`src/rtl/npd_pkg.sv`:
```
// Shared types and constants for the neighbourhood pattern dictionary.
`timescale 1ns / 1ps
package npd_pkg;

   localparam int CELL_W   = 8;
   localparam int CELLS    = 9;
   localparam int WIN_W    = CELL_W * CELLS;
   localparam int LABEL_W  = 8;
   localparam int SLOT_W   = WIN_W + LABEL_W;
   localparam int CENTER_LSB = 4 * CELL_W;

   localparam int CSR_ADDR_W = 3;
   localparam int CSR_DATA_W = 32;

   // register index, taken from paddr[2]
   localparam logic REG_WALL_CODE  = 1'b0;
   localparam logic REG_LABEL_BASE = 1'b1;

   localparam logic [CELL_W-1:0]  WALL_CODE_RST  = 8'd48;
   localparam logic [LABEL_W-1:0] LABEL_BASE_RST = 8'd65;

   typedef enum logic [1:0] {
      ST_IDLE,
      ST_SEARCH,
      ST_RESULT
   } state_type;

   typedef struct packed {
      logic rd_en;
      logic wr_en;
   } mem_ctl_type;

endpackage

```
`src/rtl/npd_seq.sv`:
```
// Search sequencer: window compare unit, fill count and result register.
`timescale 1ns / 1ps
module npd_seq #(
   parameter int ENTRIES = 128
) (
   input  logic                           clock,
   input  logic                           reset,
   input  logic [npd_pkg::CELL_W-1:0]     wall_code,
   input  logic [npd_pkg::LABEL_W-1:0]    label_base,
   input  logic                           req_tvalid,
   output logic                           req_tready,
   input  logic [npd_pkg::WIN_W-1:0]      req_tdata,
   output logic                           rsp_tvalid,
   input  logic                           rsp_tready,
   output logic [npd_pkg::LABEL_W-1:0]    rsp_label,
   output logic                           rsp_known,
   output logic                           rsp_full,
   output npd_pkg::mem_ctl_type           mem_ctl,
   output logic [$clog2(ENTRIES)-1:0]     mem_rd_addr,
   output logic [$clog2(ENTRIES)-1:0]     mem_wr_addr,
   output logic [npd_pkg::SLOT_W-1:0]     mem_wr_slot,
   input  logic [npd_pkg::SLOT_W-1:0]     mem_rd_slot
);
   import npd_pkg::*;

   localparam int IW = $clog2(ENTRIES);
   localparam int CW = $clog2(ENTRIES + 1);

   state_type state_ff, state_in;

   logic [CW-1:0]      idx_ff, idx_in;
   logic [CW-1:0]      count_ff, count_in;
   logic               cmp_vld_ff, cmp_vld_in;
   logic [WIN_W-1:0]   win_ff, win_in;
   logic [LABEL_W-1:0] res_label_ff, res_label_in;
   logic               res_known_ff, res_known_in;
   logic               res_full_ff, res_full_in;
   logic               out_vld_ff, out_vld_in;
   logic [LABEL_W-1:0] out_label_ff, out_label_in;
   logic               out_known_ff, out_known_in;
   logic               out_full_ff, out_full_in;

   logic               accept;
   logic               is_wall;
   logic               match;
   logic               issue;
   logic               hit;
   logic               miss;
   logic               full;
   logic               out_take;
   logic [LABEL_W-1:0] new_label;

   // shared compare unit: one stored window per cycle
   assign match     = (mem_rd_slot[WIN_W-1:0] == win_ff);
   assign is_wall   = (req_tdata[CENTER_LSB +: CELL_W] == wall_code);
   assign full      = (count_ff == CW'(ENTRIES));
   assign new_label = label_base + LABEL_W'(count_ff);

   // next state
   always_comb begin
      state_in = state_ff;
      case (state_ff)
         ST_IDLE: begin
            if (accept) begin
               state_in = is_wall ? ST_SEARCH : ST_RESULT;
            end
         end
         ST_SEARCH: begin
            if (hit || miss) begin
               state_in = ST_RESULT;
            end
         end
         ST_RESULT: begin
            if (out_take) begin
               state_in = ST_IDLE;
            end
         end
         default: state_in = ST_IDLE;
      endcase
   end

   // control outputs
   always_comb begin
      req_tready = 1'b0;
      issue      = 1'b0;
      hit        = 1'b0;
      miss       = 1'b0;
      out_take   = 1'b0;
      case (state_ff)
         ST_IDLE: begin
            req_tready = 1'b1;
         end
         ST_SEARCH: begin
            hit   = cmp_vld_ff && match;
            miss  = (idx_ff == count_ff) && !hit;
            issue = (idx_ff != count_ff) && !hit;
         end
         ST_RESULT: begin
            out_take = !out_vld_ff || rsp_tready;
         end
         default: ;
      endcase
   end

   assign accept = req_tvalid && req_tready;

   assign mem_ctl.rd_en = issue;
   assign mem_ctl.wr_en = miss && !full;
   assign mem_rd_addr   = idx_ff[IW-1:0];
   assign mem_wr_addr   = count_ff[IW-1:0];
   assign mem_wr_slot   = {new_label, win_ff};

   // datapath next values
   always_comb begin
      idx_in       = idx_ff;
      count_in     = count_ff;
      cmp_vld_in   = cmp_vld_ff;
      win_in       = win_ff;
      res_label_in = res_label_ff;
      res_known_in = res_known_ff;
      res_full_in  = res_full_ff;
      if (accept) begin
         win_in       = req_tdata;
         idx_in       = '0;
         cmp_vld_in   = 1'b0;
         res_label_in = req_tdata[CENTER_LSB +: CELL_W];
         res_known_in = 1'b0;
         res_full_in  = 1'b0;
      end
      if (state_ff == ST_SEARCH) begin
         cmp_vld_in = issue;
         if (issue) begin
            idx_in = idx_ff + CW'(1);
         end
      end
      if (hit) begin
         res_label_in = mem_rd_slot[SLOT_W-1 -: LABEL_W];
         res_known_in = 1'b1;
         res_full_in  = 1'b0;
      end
      if (miss) begin
         res_known_in = 1'b0;
         if (full) begin
            res_label_in = '0;
            res_full_in  = 1'b1;
         end else begin
            res_label_in = new_label;
            res_full_in  = 1'b0;
            count_in     = count_ff + CW'(1);
         end
      end
   end

   // output register
   always_comb begin
      out_vld_in   = out_vld_ff;
      out_label_in = out_label_ff;
      out_known_in = out_known_ff;
      out_full_in  = out_full_ff;
      if (out_take) begin
         out_vld_in   = 1'b1;
         out_label_in = res_label_ff;
         out_known_in = res_known_ff;
         out_full_in  = res_full_ff;
      end else if (rsp_tready) begin
         out_vld_in = 1'b0;
      end
   end

   always_ff @(posedge clock) begin
      if (reset) begin
         state_ff   <= ST_IDLE;
         count_ff   <= '0;
         cmp_vld_ff <= 1'b0;
         out_vld_ff <= 1'b0;
      end else begin
         state_ff   <= state_in;
         count_ff   <= count_in;
         cmp_vld_ff <= cmp_vld_in;
         out_vld_ff <= out_vld_in;
      end
   end

   always_ff @(posedge clock) begin
      idx_ff       <= idx_in;
      win_ff       <= win_in;
      res_label_ff <= res_label_in;
      res_known_ff <= res_known_in;
      res_full_ff  <= res_full_in;
      out_label_ff <= out_label_in;
      out_known_ff <= out_known_in;
      out_full_ff  <= out_full_in;
   end

   assign rsp_tvalid = out_vld_ff;
   assign rsp_label  = out_label_ff;
   assign rsp_known  = out_known_ff;
   assign rsp_full   = out_full_ff;

endmodule

```
`config.mk`:
```
export PLATFORM = sky130hd
export DESIGN_NAME = npd_seq
export DESIGN_NICKNAME = d
export VERILOG_FILES = /design/src/rtl/npd_pkg.sv /design/src/rtl/npd_seq.sv
export SDC_FILE = /design/constraint.sdc
export NUM_CORES = 1
export LEC_CHECK = 0
export BUFFER_PORTS_ARGS = -buffer_cell sky130_fd_sc_hd__buf_2
export CAP_MARGIN = 10
export CORE_MARGIN = 5
export CORE_UTILIZATION = 46
export CTS_BUF_LIST = sky130_fd_sc_hd__clkbuf_4 sky130_fd_sc_hd__clkbuf_8 sky130_fd_sc_hd__clkbuf_16
export CTS_CLUSTER_SIZE = 28
export DETAILED_ROUTE_END_ITERATION = 10
export PLACE_DENSITY = 0.82
export SLEW_MARGIN = 20
export SYNTH_ARGS = -nofsm -noshare
export SYNTH_HDL_FRONTEND = slang
export SYNTH_SLANG_ARGS = --single-unit
```
`constraint.sdc`:
```
create_clock -name clock -period 5.2 [get_ports clock]
set_clock_uncertainty 0.1 [all_clocks]
set_input_delay 1.56 -clock clock [delete_from_list [all_inputs] [get_ports clock]]
set_output_delay 1.56 -clock clock [all_outputs]
set_load 0.1 [all_outputs]
```
==> metrics.cfg <==
[run_status]
outcome = finished clean

[floorplanning]
core_mm2 = 0.0115
die_w_um = 119
die-area_mm2 = 0.0140
start_util = 0.472
row_count = 39
die_h_um = 119
io-pin-count = 280

[pwr]
clockPowerShare = 0.304
pwr-share-comb = 0.234
p_leak_nw = 3.38
internal_power_mw = 1.54
power.density_mw_per_mm2 = 309
p_sw_uw = 732
vdd_drop_max_v = 0.000228
power_frac_seq = 0.461
switching_share = 0.322

[cts]
numCtsBuffers = 9
cts_hold_buf = 0
cts.sinks = 112
cts.htree.levels = 3
clk_pin_slew_ns = 0.07
clk_latency_ns = 0.34
clock_path_buffers = 2
cts_tree = done
cts_root_buf = clkbuf_16
postCtsSetupRepairBufs = 0

[grt]
antenna_found_initial = 0
grt_pass1_vias = 4797
grt-ovfl-total = 0
grt_usage = 0.231
grt_max_degree = 29
grt_pass1_wl_mm = 25.4

[worst_setup_path]
cp_top_family = simple AND/OR/NAND/NOR gates
crit_chain = buf_2 > a221o_1 > or4_4 > nor3_4 > a31o_2 > nand2b_4 > inv_1 > buf_6
worst_setup_path_end_kind = output pin
crit_type = input port to output pin
path_max_fanout = 4
critPathBufInv = 3
cp.arrival_ns = 3.46
cp.required_ns = 3.54
crit_path_max_incr_delay_ns = 0.58
crit_path_start_kind = input port
crit_slowest_cell = or4_4

[logic_synthesis]
seq_area_frac_synth = 0.582
netlist_instances = 436
syn_area_mm2 = 0.00542
yosys_warnings = 0
synthFlopType = edfxtp_1
synth-edff-count = 91
synth_cell_type_count = 45
synth_fp_nets = 619
avgSynthCellArea_um2 = 12.4
synthArstFlopShare = 0
ys_ff_latch = 112

[route]
detail_route.wl_per_cell_um = 19.3
firstDrtPassIters = 5
wl_mm = 16.8
ant_nets = 0
viasPerCell = 5.30
drc = 0
vias = 4592
drt_iter0_drc = 291

[finish]
nNetsFinal = 902
fin_area_mm2 = 0.00738
fin_cells = 867
utilization = 0.643
final_common_cell = buf_2
area.growth.synth_to_final_pct = 36.2
drive_above_1_share = 0.453
n_antenna_cell = 0
mostFrequentLayoutCells = 274 x buf_2, 91 x edfxtp_1, 47 x xnor2_1

[sta]
fmax_mhz = 195
period_needed_ns = 5.12
final_max_slew_viol_count = 0
worst_slack_ns = 0.0771
tns_ns = 0
worst_pin_slew_ns = 0.816
setup_viol = 0
slew_headroom = 0.454
hold_viol = 0
min_period_over_period = 0.985

[run]
cap_viol_max_count = 0

[placed_design]
dpl.hpwl_mm = 13.8
numPortBuffers = 279
place_area_mm2 = 0.00703
dp_cells = 851
routabilityCongestion = 0.963
post-place-ws_ns = -0.145

[worst_hold_path]
worstHoldPathType = flop to flop

layer usage:
layer | vias to the layer above | global-route usage | part of all wire
li1 | 2135 | - | -
met1 | 2170 | 0.286 | 0.38
met2 | 257 | 0.392 | 0.51
met3 | 30 | 0.0525 | 0.083
met4 | 0 | 0.0943 | 0.026
met5 | - | 0 | 0
worst paths after layout:
check,depth (start not counted),slack (ns),from,to
worst max-delay path,8,0.08,mem_rd_slot[37],mem_ctl[0]
worst min-delay path,0,0.33,res_label_ff[7],rsp_label[7]
worst max register to register,7,2.06,win_ff[14],res_label_ff[6]
worst min register to register,0,0.33,res_label_ff[7],rsp_label[7]
layout make-up:
type	count	area [µm²]
Fill cell	882	4090
Sequential cell	112	3150
Multi-Input combinational cell	271	2070
Timing Repair Buffer	293	1560
Clock buffer	12	254
Tap cell	143	179
Inverter	32	120
Clock inverter	4	43.8
power groups by stage:
stage          Combinational, mW  Sequential [mW]  Clock [mW]
3_5_place_dp               0.532             1.07           0
5_1_grt                    0.555             1.05       0.749
4_1_cts                    0.534             1.05       0.710
2_1_floorplan              0.117             1.33           0
3_3_place_gp               0.525             1.07           0
6_report                   0.533             1.05       0.693
synthesized netlist by cell type, drive strengths merged (6+ instances only):
cell type | n | share of area
ha | 10 | 0.023
nand2 | 21 | 0.015
mux2i | 16 | 0.030
xor2 | 27 | 0.044
xnor2 | 50 | 0.081
nor4 | 8 | 0.0092
buf | 17 | 0.023
dfxtp | 21 | 0.078
nor2 | 7 | 0.0049
inv | 32 | 0.022
and3 | 6 | 0.0069
nand3 | 12 | 0.011
edfxtp | 91 | 0.50
o21ai | 8 | 0.0074
a21oi | 13 | 0.012
and2 | 10 | 0.012
nand4 | 21 | 0.024
nor2b | 7 | 0.0081
nand2b | 13 | 0.015
stage by stage:
stage          hold slack (ns)  total power [mW]
5_1_grt                  0.340              2.36
4_1_cts                  0.328              2.29
3_3_place_gp             0.305              1.59
2_1_floorplan            0.300              1.45
6_report                 0.328              2.28
3_5_place_dp             0.309              1.60
cell families after synthesis:
family,Yosys count,share of synthesized area
adders and majority gates,11,0.0268
buffers and inverters,53,0.0476
xor gates and xnor gates,77,0.125
muxes,16,0.0296
DFF,112,0.582
and+or+nand+nor,115,0.121
AOI/OAI and AO/OA,52,0.0681
what timing repair did:
action / in CTS / in global routing
gates resized for setup: 5 / 7
setup endpoints to repair: 2 / 3
pin swaps: 0 / 3
sequential cells by signal, summed over array words and instances, names as in the netlist:
signal        count
win_ff           72
count_ff          8
idx_ff            8
res_label_ff      8
rsp_label         8
state_ff          2
cmp_vld_ff        1
res_full_ff       1
res_known_ff      1
rsp_full          1
rsp_known         1
rsp_tvalid        1
(Power assumes the default switching activity.)
